## config.mk

```make
export PLATFORM = sky130hd
export DESIGN_NAME = moving_average_reversion_signal
export DESIGN_NICKNAME = d
export VERILOG_FILES = /design/src/rtl/mars_pkg.sv /design/src/rtl/mars_ram.sv /design/src/rtl/mars_window.sv /design/src/rtl/mars_decide.sv /design/src/rtl/moving_average_reversion_signal.sv
export SDC_FILE = /design/constraint.sdc
export NUM_CORES = 2
export LEC_CHECK = 0
export BUFFER_PORTS_ARGS = -buffer_cell sky130_fd_sc_hd__buf_2
export CORE_UTILIZATION = 30
export DETAILED_ROUTE_END_ITERATION = 6
export HOLD_SLACK_MARGIN = 0.03
export PLACE_DENSITY = 0.41
export SYNTH_ARGS = -nofsm -noshare
export SYNTH_HDL_FRONTEND = slang
export SYNTH_SLANG_ARGS = --single-unit
```

## constraint.sdc

```tcl
create_clock -name clock -period 19.1 [get_ports clock]
set_clock_uncertainty 0.1 [all_clocks]
set_input_delay 1.91 -clock clock [delete_from_list [all_inputs] [get_ports clock]]
set_output_delay 1.91 -clock clock [all_outputs]
set_load 0.01 [all_outputs]
```

## src/rtl/mars_pkg.sv

```systemverilog
// ---------------------------------------------------------------------------
// mars_pkg
// shared types and constants of the moving average reversion signal
// ---------------------------------------------------------------------------
package mars_pkg;

   // field widths fixed by the interface
   localparam int CSR_INDEX_BITS     = 2;
   localparam int CSR_DATA_BITS      = 32;
   localparam int WINDOW_LENGTH_BITS = 7;
   localparam int BAND_BITS          = 32;
   localparam int QTY_BITS           = 16;
   localparam int SYMBOL_BITS        = 16;
   localparam int TIME_BITS          = 64;
   localparam int PRICE_PORT_BITS    = 32;
   localparam int ACTION_BITS        = 2;

   // register indexes
   localparam logic [CSR_INDEX_BITS-1:0] REG_WINDOW_LENGTH  = 2'd0;
   localparam logic [CSR_INDEX_BITS-1:0] REG_ENTRY_BAND     = 2'd1;
   localparam logic [CSR_INDEX_BITS-1:0] REG_TRADE_QUANTITY = 2'd2;

   // register reset values
   localparam int                     WINDOW_LENGTH_RESET = 5;
   localparam logic [BAND_BITS-1:0]   ENTRY_BAND_RESET    = 32'd200;
   localparam logic [QTY_BITS-1:0]    TRADE_QUANTITY_RESET = 16'd1;

   // command codes
   localparam logic CMD_TICK  = 1'b0;
   localparam logic CMD_CLOSE = 1'b1;

   typedef enum logic [ACTION_BITS-1:0] {
      ACT_NONE  = 2'd0,
      ACT_ENTER = 2'd1,
      ACT_EXIT  = 2'd2,
      ACT_CLOSE = 2'd3
   } action_type;

   // control of one pipeline stage
   typedef struct packed {
      logic valid;
      logic close;   // close-out command rather than a price tick
      logic full;    // window holds window_length prices after this tick
   } stage_ctl_type;

endpackage

```

## src/rtl/mars_ram.sv

```systemverilog
// ---------------------------------------------------------------------------
// mars_ram
// generic single-clock ram, one write and one registered read port
// ---------------------------------------------------------------------------
module mars_ram #(
   parameter int WIDTH = 32,
   parameter int DEPTH = 64
) (
   input  logic                     clock,
   input  logic                     wr_en,
   input  logic [$clog2(DEPTH)-1:0] wr_addr,
   input  logic [WIDTH-1:0]         wr_data,
   input  logic                     rd_en,
   input  logic [$clog2(DEPTH)-1:0] rd_addr,
   output logic [WIDTH-1:0]         rd_data
);

   logic [WIDTH-1:0] mem_ff [DEPTH];
   logic [WIDTH-1:0] rd_data_ff;

   // read-first: a read and write of the same entry returns the old data
   always_ff @(posedge clock) begin
      if (rd_en) begin
         rd_data_ff <= mem_ff[rd_addr];
      end
      if (wr_en) begin
         mem_ff[wr_addr] <= wr_data;
      end
   end

   assign rd_data = rd_data_ff;

endmodule

```

## src/rtl/mars_window.sv

```systemverilog
// ---------------------------------------------------------------------------
// mars_window
// price ring, running window sum and cross-multiplied products
// ---------------------------------------------------------------------------
module mars_window #(
   parameter int MAX_WINDOW = 64,
   parameter int PRICE_BITS = 32,
   localparam int LEN_W  = $clog2(MAX_WINDOW + 1),
   localparam int SUM_W  = PRICE_BITS + LEN_W,
   localparam int BN_W   = mars_pkg::BAND_BITS + LEN_W,
   localparam int CMP_W  = ((PRICE_BITS > mars_pkg::BAND_BITS) ?
                            PRICE_BITS : mars_pkg::BAND_BITS) + LEN_W + 1
) (
   input  logic                                clock,
   input  logic                                reset,
   input  logic                                clear,
   input  logic [LEN_W-1:0]                    win_len,
   input  logic [mars_pkg::BAND_BITS-1:0]      entry_band,
   // upstream
   input  logic                                in_valid,
   output logic                                in_stall,
   input  logic                                in_cmd,
   input  logic [PRICE_BITS-1:0]               in_price,
   input  logic [mars_pkg::SYMBOL_BITS-1:0]    in_symbol,
   input  logic [mars_pkg::TIME_BITS-1:0]      in_time,
   // downstream
   output mars_pkg::stage_ctl_type             dn_ctl,
   input  logic                                dn_ready,
   output logic [PRICE_BITS-1:0]               dn_price,
   output logic [mars_pkg::TIME_BITS-1:0]      dn_time,
   output logic [mars_pkg::SYMBOL_BITS-1:0]    dn_symbol,
   output logic [SUM_W-1:0]                    dn_pn,
   output logic [CMP_W-1:0]                    dn_pnb,
   output logic [SUM_W-1:0]                    dn_sum
);

   localparam int PTR_W = $clog2(MAX_WINDOW);

   // history state
   logic [PTR_W-1:0]                 ptr_ff, ptr_in;
   logic [LEN_W-1:0]                 fill_ff, fill_in;
   logic [SUM_W-1:0]                 sum_ff, sum_in;
   logic [PRICE_BITS-1:0]            last_price_ff;
   logic [mars_pkg::TIME_BITS-1:0]   last_time_ff;

   // stage 1
   mars_pkg::stage_ctl_type          s1_ctl_ff, s1_ctl_in;
   logic                             s1_sub_ff;
   logic [PRICE_BITS-1:0]            s1_price_ff;
   logic [mars_pkg::TIME_BITS-1:0]   s1_time_ff;
   logic [mars_pkg::SYMBOL_BITS-1:0] s1_sym_ff;
   logic [SUM_W-1:0]                 s1_pn_ff;
   logic [BN_W-1:0]                  s1_bn_ff;

   // stage 2
   mars_pkg::stage_ctl_type          s2_ctl_ff, s2_ctl_in;
   logic [PRICE_BITS-1:0]            s2_price_ff;
   logic [mars_pkg::TIME_BITS-1:0]   s2_time_ff;
   logic [mars_pkg::SYMBOL_BITS-1:0] s2_sym_ff;
   logic [SUM_W-1:0]                 s2_pn_ff;
   logic [CMP_W-1:0]                 s2_pnb_ff;

   logic                  s1_ready, s2_ready, accept, tick_acc, s1_move;
   logic                  full_before, full_after;
   logic [LEN_W-1:0]      ptr_inc;
   logic [LEN_W:0]        fill_inc;
   logic [PRICE_BITS-1:0] old_price;
   logic [SUM_W-1:0]      pn_c;
   logic [BN_W-1:0]       bn_c;

   assign s2_ready = !s2_ctl_ff.valid || dn_ready;
   assign s1_ready = !s1_ctl_ff.valid || s2_ready;
   assign in_stall = !s1_ready;
   assign accept   = in_valid && s1_ready;
   assign tick_acc = accept && (in_cmd == mars_pkg::CMD_TICK);
   assign s1_move  = s1_ctl_ff.valid && s2_ready;

   assign full_before = (fill_ff >= win_len);
   assign fill_inc    = {1'b0, fill_ff} + {{LEN_W{1'b0}}, 1'b1};
   assign full_after  = (fill_inc >= {1'b0, win_len});
   assign ptr_inc     = LEN_W'(ptr_ff) + LEN_W'(1);

   always_comb begin
      ptr_in  = ptr_ff;
      fill_in = fill_ff;
      if (clear) begin
         ptr_in  = '0;
         fill_in = '0;
      end else if (tick_acc) begin
         ptr_in = (ptr_inc >= win_len) ? '0 : PTR_W'(ptr_inc);
         if (!full_before) begin
            fill_in = LEN_W'(fill_inc);
         end
      end
   end

   // cross products formed on the way in
   assign pn_c = {{LEN_W{1'b0}}, in_price} * {{PRICE_BITS{1'b0}}, win_len};
   assign bn_c = {{LEN_W{1'b0}}, entry_band} * {{mars_pkg::BAND_BITS{1'b0}}, win_len};

   mars_ram #(
      .WIDTH (PRICE_BITS),
      .DEPTH (MAX_WINDOW)
   ) u_ring (
      .clock   (clock),
      .wr_en   (tick_acc),
      .wr_addr (ptr_ff),
      .wr_data (in_price),
      .rd_en   (tick_acc),
      .rd_addr (ptr_ff),
      .rd_data (old_price)
   );

   // running sum: drop the evicted price once the window is full
   always_comb begin
      sum_in = sum_ff;
      if (clear) begin
         sum_in = '0;
      end else if (s1_move && !s1_ctl_ff.close) begin
         sum_in = sum_ff - (s1_sub_ff ? SUM_W'(old_price) : '0) + SUM_W'(s1_price_ff);
      end
   end

   always_comb begin
      s1_ctl_in = s1_ctl_ff;
      if (s1_ready) begin
         s1_ctl_in.valid = accept;
         s1_ctl_in.close = in_cmd;
         s1_ctl_in.full  = full_after;
      end
      s2_ctl_in = s2_ctl_ff;
      if (s2_ready) begin
         s2_ctl_in       = s1_ctl_ff;
         s2_ctl_in.valid = s1_ctl_ff.valid;
      end
   end

   always_ff @(posedge clock) begin
      if (reset) begin
         ptr_ff        <= '0;
         fill_ff       <= '0;
         sum_ff        <= '0;
         last_price_ff <= '0;
         last_time_ff  <= '0;
         s1_ctl_ff     <= '0;
         s2_ctl_ff     <= '0;
      end else begin
         ptr_ff    <= ptr_in;
         fill_ff   <= fill_in;
         sum_ff    <= sum_in;
         s1_ctl_ff <= s1_ctl_in;
         s2_ctl_ff <= s2_ctl_in;
         if (tick_acc) begin
            last_price_ff <= in_price;
            last_time_ff  <= in_time;
         end
      end
   end

   always_ff @(posedge clock) begin
      if (accept) begin
         s1_sub_ff   <= full_before;
         s1_price_ff <= (in_cmd == mars_pkg::CMD_CLOSE) ? last_price_ff : in_price;
         s1_time_ff  <= (in_cmd == mars_pkg::CMD_CLOSE) ? last_time_ff : in_time;
         s1_sym_ff   <= in_symbol;
         s1_pn_ff    <= pn_c;
         s1_bn_ff    <= bn_c;
      end
      if (s1_move) begin
         s2_price_ff <= s1_price_ff;
         s2_time_ff  <= s1_time_ff;
         s2_sym_ff   <= s1_sym_ff;
         s2_pn_ff    <= s1_pn_ff;
         s2_pnb_ff   <= CMP_W'(s1_pn_ff) + CMP_W'(s1_bn_ff);
      end
   end

   assign dn_ctl    = s2_ctl_ff;
   assign dn_price  = s2_price_ff;
   assign dn_time   = s2_time_ff;
   assign dn_symbol = s2_sym_ff;
   assign dn_pn     = s2_pn_ff;
   assign dn_pnb    = s2_pnb_ff;
   assign dn_sum    = sum_ff;

endmodule

```

## src/rtl/mars_decide.sv

```systemverilog
// ---------------------------------------------------------------------------
// mars_decide
// entry, exit and close-out decision, position state and result register
// ---------------------------------------------------------------------------
module mars_decide #(
   parameter int MAX_WINDOW = 64,
   parameter int PRICE_BITS = 32,
   localparam int LEN_W  = $clog2(MAX_WINDOW + 1),
   localparam int SUM_W  = PRICE_BITS + LEN_W,
   localparam int CMP_W  = ((PRICE_BITS > mars_pkg::BAND_BITS) ?
                            PRICE_BITS : mars_pkg::BAND_BITS) + LEN_W + 1
) (
   input  logic                                 clock,
   input  logic                                 reset,
   input  logic [mars_pkg::QTY_BITS-1:0]        trade_quantity,
   // upstream
   input  mars_pkg::stage_ctl_type              up_ctl,
   output logic                                 up_ready,
   input  logic [PRICE_BITS-1:0]                up_price,
   input  logic [mars_pkg::TIME_BITS-1:0]       up_time,
   input  logic [mars_pkg::SYMBOL_BITS-1:0]     up_symbol,
   input  logic [SUM_W-1:0]                     up_pn,
   input  logic [CMP_W-1:0]                     up_pnb,
   input  logic [SUM_W-1:0]                     up_sum,
   // result
   output logic                                 rsp_valid,
   input  logic                                 rsp_stall,
   output logic [mars_pkg::ACTION_BITS-1:0]     rsp_action,
   output logic [mars_pkg::PRICE_PORT_BITS-1:0] rsp_trade_price,
   output logic [mars_pkg::TIME_BITS-1:0]       rsp_trade_time,
   output logic [mars_pkg::SYMBOL_BITS-1:0]     rsp_trade_symbol,
   output logic [mars_pkg::QTY_BITS-1:0]        rsp_trade_size
);

   logic                                 pos_open_ff, pos_open_in;
   logic [mars_pkg::SYMBOL_BITS-1:0]     open_sym_ff, open_sym_in;
   logic                                 rsp_valid_ff, rsp_valid_in;
   mars_pkg::action_type                 act_ff, act_c;
   logic [mars_pkg::PRICE_PORT_BITS-1:0] price_ff, price_c;
   logic [mars_pkg::TIME_BITS-1:0]       time_ff, time_c;
   logic [mars_pkg::SYMBOL_BITS-1:0]     sym_ff, sym_c;
   logic [mars_pkg::QTY_BITS-1:0]        size_ff, size_c;
   logic                                 take;

   assign up_ready = !rsp_valid_ff || !rsp_stall;
   assign take     = up_ctl.valid && up_ready;

   always_comb begin
      act_c = mars_pkg::ACT_NONE;
      if (up_ctl.close) begin
         if (pos_open_ff && (up_price != '0)) begin
            act_c = mars_pkg::ACT_CLOSE;
         end
      end else if (up_ctl.full) begin
         if (!pos_open_ff) begin
            if (up_pnb < CMP_W'(up_sum)) begin
               act_c = mars_pkg::ACT_ENTER;
            end
         end else if (up_pn >= up_sum) begin
            act_c = mars_pkg::ACT_EXIT;
         end
      end
   end

   always_comb begin
      price_c     = '0;
      time_c      = '0;
      sym_c       = '0;
      size_c      = '0;
      pos_open_in = pos_open_ff;
      open_sym_in = open_sym_ff;
      case (act_c)
         mars_pkg::ACT_ENTER: begin
            price_c     = mars_pkg::PRICE_PORT_BITS'(up_price);
            time_c      = up_time;
            sym_c       = up_symbol;
            size_c      = trade_quantity;
            pos_open_in = 1'b1;
            open_sym_in = up_symbol;
         end
         mars_pkg::ACT_EXIT, mars_pkg::ACT_CLOSE: begin
            price_c     = mars_pkg::PRICE_PORT_BITS'(up_price);
            time_c      = up_time;
            sym_c       = open_sym_ff;
            size_c      = trade_quantity;
            pos_open_in = 1'b0;
         end
         default: begin
         end
      endcase
   end

   always_comb begin
      rsp_valid_in = rsp_valid_ff;
      if (take) begin
         rsp_valid_in = 1'b1;
      end else if (!rsp_stall) begin
         rsp_valid_in = 1'b0;
      end
   end

   always_ff @(posedge clock) begin
      if (reset) begin
         pos_open_ff  <= 1'b0;
         open_sym_ff  <= '0;
         rsp_valid_ff <= 1'b0;
      end else begin
         rsp_valid_ff <= rsp_valid_in;
         if (take) begin
            pos_open_ff <= pos_open_in;
            open_sym_ff <= open_sym_in;
         end
      end
   end

   always_ff @(posedge clock) begin
      if (take) begin
         act_ff   <= act_c;
         price_ff <= price_c;
         time_ff  <= time_c;
         sym_ff   <= sym_c;
         size_ff  <= size_c;
      end
   end

   assign rsp_valid        = rsp_valid_ff;
   assign rsp_action       = act_ff;
   assign rsp_trade_price  = price_ff;
   assign rsp_trade_time   = time_ff;
   assign rsp_trade_symbol = sym_ff;
   assign rsp_trade_size   = size_ff;

endmodule

```

## src/rtl/moving_average_reversion_signal.sv

```systemverilog
// ---------------------------------------------------------------------------
// moving_average_reversion_signal
// mean-reversion entry and exit signal over a moving window of prices
// ---------------------------------------------------------------------------
// The block takes one transaction per clock cycle while req_stall is low,
// price ticks and close-out commands alike, and returns exactly one result
// transaction for each, in order, from its result register.
// The rate is set by the price ring: one memory of MAX_WINDOW entries that is
// read and written at the same entry in the cycle a tick is accepted (the
// read returns the price leaving the window), followed by one stage that
// updates the running sum and one stage that compares price*N and
// (price + band)*N against that sum. No division is used anywhere. The ring
// needs no clearing pass: a fill count guards every read, so the block
// accepts transactions straight out of reset. Writing window_length clears
// the history (fill count, write pointer and sum) but leaves an open
// position open; configuration writes are expected only while the block is
// idle. Results with action none carry zeros in all other fields.
// ---------------------------------------------------------------------------
module moving_average_reversion_signal #(
   parameter int MAX_WINDOW = 64,
   parameter int PRICE_BITS = 32
) (
   input  logic                                 clock,
   input  logic                                 reset,
   // tick transactions
   input  logic                                 req_valid,
   output logic                                 req_stall,
   input  logic                                 req_command,
   input  logic [mars_pkg::PRICE_PORT_BITS-1:0] req_price,
   input  logic [mars_pkg::SYMBOL_BITS-1:0]     req_symbol_id,
   input  logic [mars_pkg::TIME_BITS-1:0]       req_tick_time,
   // result transactions
   output logic                                 rsp_valid,
   input  logic                                 rsp_stall,
   output logic [mars_pkg::ACTION_BITS-1:0]     rsp_action,
   output logic [mars_pkg::PRICE_PORT_BITS-1:0] rsp_trade_price,
   output logic [mars_pkg::TIME_BITS-1:0]       rsp_trade_time,
   output logic [mars_pkg::SYMBOL_BITS-1:0]     rsp_trade_symbol,
   output logic [mars_pkg::QTY_BITS-1:0]        rsp_trade_size,
   // register writes
   input  logic                                 csr_valid,
   output logic                                 csr_ready,
   input  logic [mars_pkg::CSR_INDEX_BITS-1:0]  csr_index,
   input  logic [mars_pkg::CSR_DATA_BITS-1:0]   csr_data
);

   localparam int LEN_W = $clog2(MAX_WINDOW + 1);
   localparam int SUM_W = PRICE_BITS + LEN_W;
   localparam int CMP_W = ((PRICE_BITS > mars_pkg::BAND_BITS) ?
                           PRICE_BITS : mars_pkg::BAND_BITS) + LEN_W + 1;
   // reset window length, held to the supported maximum
   localparam logic [LEN_W-1:0] LEN_RESET =
      LEN_W'((mars_pkg::WINDOW_LENGTH_RESET > MAX_WINDOW) ?
             MAX_WINDOW : mars_pkg::WINDOW_LENGTH_RESET);

   // configuration registers
   logic [LEN_W-1:0]               win_len_ff, win_len_in;
   logic [mars_pkg::BAND_BITS-1:0] band_ff;
   logic [mars_pkg::QTY_BITS-1:0]  qty_ff;

   logic                                      csr_write, clear_hist;
   logic [mars_pkg::WINDOW_LENGTH_BITS-1:0]   len_raw;

   // window to decision stage
   mars_pkg::stage_ctl_type          dn_ctl;
   logic                             dn_ready;
   logic [PRICE_BITS-1:0]            dn_price;
   logic [mars_pkg::TIME_BITS-1:0]   dn_time;
   logic [mars_pkg::SYMBOL_BITS-1:0] dn_symbol;
   logic [SUM_W-1:0]                 dn_pn;
   logic [CMP_W-1:0]                 dn_pnb;
   logic [SUM_W-1:0]                 dn_sum;

   // register port never back-pressures
   assign csr_ready  = 1'b1;
   assign csr_write  = csr_valid && csr_ready;
   assign clear_hist = csr_write && (csr_index == mars_pkg::REG_WINDOW_LENGTH);
   assign len_raw    = csr_data[mars_pkg::WINDOW_LENGTH_BITS-1:0];

   // zero length reads as one, anything past the ring depth as the depth
   always_comb begin
      if (len_raw == '0) begin
         win_len_in = LEN_W'(1);
      end else if (32'(len_raw) > 32'(MAX_WINDOW)) begin
         win_len_in = LEN_W'(MAX_WINDOW);
      end else begin
         win_len_in = LEN_W'(len_raw);
      end
   end

   always_ff @(posedge clock) begin
      if (reset) begin
         win_len_ff <= LEN_RESET;
         band_ff    <= mars_pkg::ENTRY_BAND_RESET;
         qty_ff     <= mars_pkg::TRADE_QUANTITY_RESET;
      end else if (csr_write) begin
         case (csr_index)
            mars_pkg::REG_WINDOW_LENGTH:  win_len_ff <= win_len_in;
            mars_pkg::REG_ENTRY_BAND:     band_ff    <= csr_data;
            mars_pkg::REG_TRADE_QUANTITY: qty_ff     <= csr_data[mars_pkg::QTY_BITS-1:0];
            default: begin
               // unknown index, write dropped
            end
         endcase
      end
   end

   // price ring, running sum and products
   mars_window #(
      .MAX_WINDOW (MAX_WINDOW),
      .PRICE_BITS (PRICE_BITS)
   ) u_window (
      .clock      (clock),
      .reset      (reset),
      .clear      (clear_hist),
      .win_len    (win_len_ff),
      .entry_band (band_ff),
      .in_valid   (req_valid),
      .in_stall   (req_stall),
      .in_cmd     (req_command),
      .in_price   (PRICE_BITS'(req_price)),
      .in_symbol  (req_symbol_id),
      .in_time    (req_tick_time),
      .dn_ctl     (dn_ctl),
      .dn_ready   (dn_ready),
      .dn_price   (dn_price),
      .dn_time    (dn_time),
      .dn_symbol  (dn_symbol),
      .dn_pn      (dn_pn),
      .dn_pnb     (dn_pnb),
      .dn_sum     (dn_sum)
   );

   // position tracking and result register
   mars_decide #(
      .MAX_WINDOW (MAX_WINDOW),
      .PRICE_BITS (PRICE_BITS)
   ) u_decide (
      .clock            (clock),
      .reset            (reset),
      .trade_quantity   (qty_ff),
      .up_ctl           (dn_ctl),
      .up_ready         (dn_ready),
      .up_price         (dn_price),
      .up_time          (dn_time),
      .up_symbol        (dn_symbol),
      .up_pn            (dn_pn),
      .up_pnb           (dn_pnb),
      .up_sum           (dn_sum),
      .rsp_valid        (rsp_valid),
      .rsp_stall        (rsp_stall),
      .rsp_action       (rsp_action),
      .rsp_trade_price  (rsp_trade_price),
      .rsp_trade_time   (rsp_trade_time),
      .rsp_trade_symbol (rsp_trade_symbol),
      .rsp_trade_size   (rsp_trade_size)
   );

endmodule

```

==> flow_metrics.py <==
metrics = {
    "clocking": {
        "cts-root-buf": "clkbuf_16",
        "clock_latency_ns": 0.97,
        "htree_num_levels": 5,
        "cts_resized": 0,
        "cts_buffer_depth": 4,
        "numCtsBuffers": 328,
        "clkTransAtPathRegs_ns": 0.06,
        "cts_tree": "yes",
        "ctsHoldBuffers": 0,
        "clkSinkCount": 2819,
        "post-cts-setup-buffers": 0,
    },
    "timing": {
        "fmaxAchievable_mhz": 131,
        "finalSetupViolCount": 0,
        "holdWs_ns": 0.269,
        "max_slew.worst_pin.slew_ns": 1.32,
        "setup_tns_ns": 0,
        "slew_headroom": 0.119,
        "fin_crit_ns": 7.62,
        "rsz0062_at_grt": "no",
        "finalHoldViolations": 0,
        "finalMaxSlewViolations": 0,
        "min_period_over_period": 0.399,
    },
    "outcome": {
        "status": "finished clean",
    },
    "grt": {
        "grt_max_degree": 97,
        "use_met1": 0.302,
        "overflow": 0,
        "grt-busiest-layer": "met2",
        "gr-usage-met3": 0.0341,
        "grt_use_met2": 0.325,
        "grt_pass1_wl_um": 601000,
        "groute.usage.overall": 0.207,
        "grt_pass1_vias": 75100,
        "antenna_found_initial": 60,
    },
    "critical_path": {
        "r2r_cells": 19,
        "cp_common_cell": "fa_1",
        "cp_max_fo": 38,
        "worstPathArrival_ns": 8.14,
        "crit_type": "input pin to flop",
        "cp-start-kind": "input pin",
        "cp.buffers_inverters": 4,
        "slowest_stage": "buf_4",
        "cp_data_required_time_ns": 19.62,
        "critPathTopFamily": "compound AO/OA/AOI/OAI gates",
        "max_stage_delay_ns": 0.61,
        "crit_chain": "buf_4 -> buf_4 -> and2_1 -> fa_1 -> fa_1 -> fa_1 -> inv_1 -> fa_1 -> inv_1 -> ha_1 -> a211oi_1 -> nand2_1 -> a211oi_1 -> nor3_1 -> o311ai_1 -> a41o_1 -> o221ai_1 -> a31o_2 -> a21oi_1 -> xnor2_1",
        "crit_cells": 20,
        "cp-end-kind": "flop",
    },
    "power": {
        "comb_power_share": 0.096,
        "p_leak_nw": 48.7,
        "swShare": 0.251,
        "ir_worst_vdd_mv": 0.0678,
        "intPower_mw": 10.8,
        "power.switching_mw": 3.63,
        "seqPwrFrac": 0.487,
        "clkPwrFrac": 0.417,
        "power_density_mw_per_mm2": 103,
        "finalPower_mw": 14.4,
    },
    "detailed_routing": {
        "via_per_inst": 5.23,
        "dr.pass1.iters": 6,
        "drc": 0,
        "vias": 75100,
        "wl_per_cell_um": 30.2,
        "wl_um": 434000,
        "antenna_left": 0,
        "drt_iter0_markers": 7347,
    },
    "synth": {
        "synth-edff-count": 2592,
        "synth_area_leader_cell": "edfxtp_1",
        "ys_types": 78,
        "async_flop_share": 0,
        "synth_top_area_share": 0.642,
        "synth_flop_cell": "edfxtp_1",
        "synth_cells": 8260,
        "yosysSeqAreaShare": 0.679,
        "synthTopCellsByArea": "edfxtp_1 (64%), fa_1 (5.5%), a22oi_1 (3.9%)",
        "ys_ff_latch": 2819,
        "synth_warnings": 0,
        "synthesis.area_mm2": 0.121,
        "syn-num-nets": 9035,
        "syn_avg_cell_area_um2": 14.7,
    },
    "layout": {
        "final_cell_mix": "edfxtp_1 (2592), a22oi_1 (635), nand2_1 (547)",
        "drive_gt1_frac": 0.132,
        "synthToLayoutAreaGrowth_pct": 15.9,
        "layout_commonest_cell": "edfxtp_1",
        "stdcell_count": 14400,
        "fin_nets": 9441,
        "final_core_util": 0.349,
    },
    "worst_hold_path": {
        "min_path_type": "flop to flop",
        "min_path_cells": 0,
    },
    "placement": {
        "dp_hpwl_um": 261000,
        "post-place-cells": 13700,
        "portBuffers": 283,
        "gp_routability_congestion": 0.814,
    },
    "die": {
        "die_w_um": 638,
        "dieArea_mm2": 0.407,
        "io_pins": 285,
        "placeableCoreArea_mm2": 0.403,
        "rows": 233,
        "start_util": 0.301,
        "die-height_um": 638,
    },
    "run": {
        "max_cap_viol_count": 0,
    },
}
-- stage by stage --
step	setup WS, ns	cell area, um^2
after global placement	10.54	130000
after global routing	11.09	141000
final	11.48	141000
after detailed placement	10.63	130000
after CTS	11.56	141000
after floorplan	6.72	121000
-- registers in the layout (all words and copies together), names as in the netlist, 39 cells and up --
signal,flops
u_window.u_ring.mem_ff,2048
u_decide.rsp_trade_time,64
u_window.dn_time,64
u_window.last_time_ff,64
u_window.s1_time_ff,64
u_window.dn_pnb,40
u_window.dn_pn,39
u_window.dn_sum,39
u_window.s1_bn_ff,39
u_window.s1_pn_ff,39
-- synthesized netlist by cell type (all sizes together) (5+ instances only) --
master	number
a31oi	198
a211oi	19
nor4	43
inv	464
o2111ai	5
o21bai	22
o21ai	120
and3	14
nor3b	9
o211ai	18
and2	496
xnor2	89
ha	292
nor2	187
a22oi	635
mux2	99
nand4	99
mux2i	23
a21boi	5
a21o	113
dfxtp	227
a22o	214
a2111oi	6
a221oi	202
clkbuf	363
nor3	34
nand3b	13
buf	76
nor2b	32
a41oi	6
xor2	45
o21a	22
nand3	77
or3	6
edfxtp	2592
a21oi	387
nand2	549
nand2b	63
o31ai	6
fa	331
-- layer usage --
layer,up-vias,part of all wire
li1,32300,-
met5,-,0.00035
met1,39800,0.47
met3,444,0.065
met4,22,0.020
met2,2528,0.45
-- kinds of logic (layout without fill, tap and decap cells) --
logic type,count (synthesis),in the layout,synth area share
and+or+nand+nor,1639,1639,0.0689
muxes,122,122,0.0111
other,1,21,0.0000309
adders and majority gates,623,623,0.0848
xor gates and xnor gates,134,134,0.00968
DFF,2819,2819,0.679
AOI/OAI and AO/OA,2019,2019,0.118
buffers and inverters,903,1571,0.0281
-- power groups by stage --
stage                     Sequential (mW)  Clock [mW]  Combinational [mW]
after global routing                 7.05        6.36                1.54
after global placement               7.17           0                1.38
after detailed placement             7.17           0                1.39
after floorplan                      7.08           0               0.893
final                                7.04        6.02                1.39
after CTS                            7.04        6.15                1.40
-- final timing paths --
check	slack [ns]	startpoint	endpoint
hold reg to reg	0.27	u_window.s1_time_ff[45]	u_window.dn_time[45]
hold / removal	0.27	u_window.s1_time_ff[45]	u_window.dn_time[45]
setup reg to reg	11.91	win_len_ff[1]	u_window.s1_pn_ff[38]
setup / recovery	11.48	req_price[9]	u_window.s1_pn_ff[38]
-- area by class of cell --
type,count,area (um^2)
Timing Repair Buffer,515,3330
Antenna cell,20,50.0
Tap cell,5405,6760
Multi-Input combinational cell,4538,36100
Clock inverter,145,1230
Fill cell,38700,262000
Sequential cell,2819,82400
Inverter,464,1750
Clock buffer,447,8910
Power figures use the tool's default switching activity.
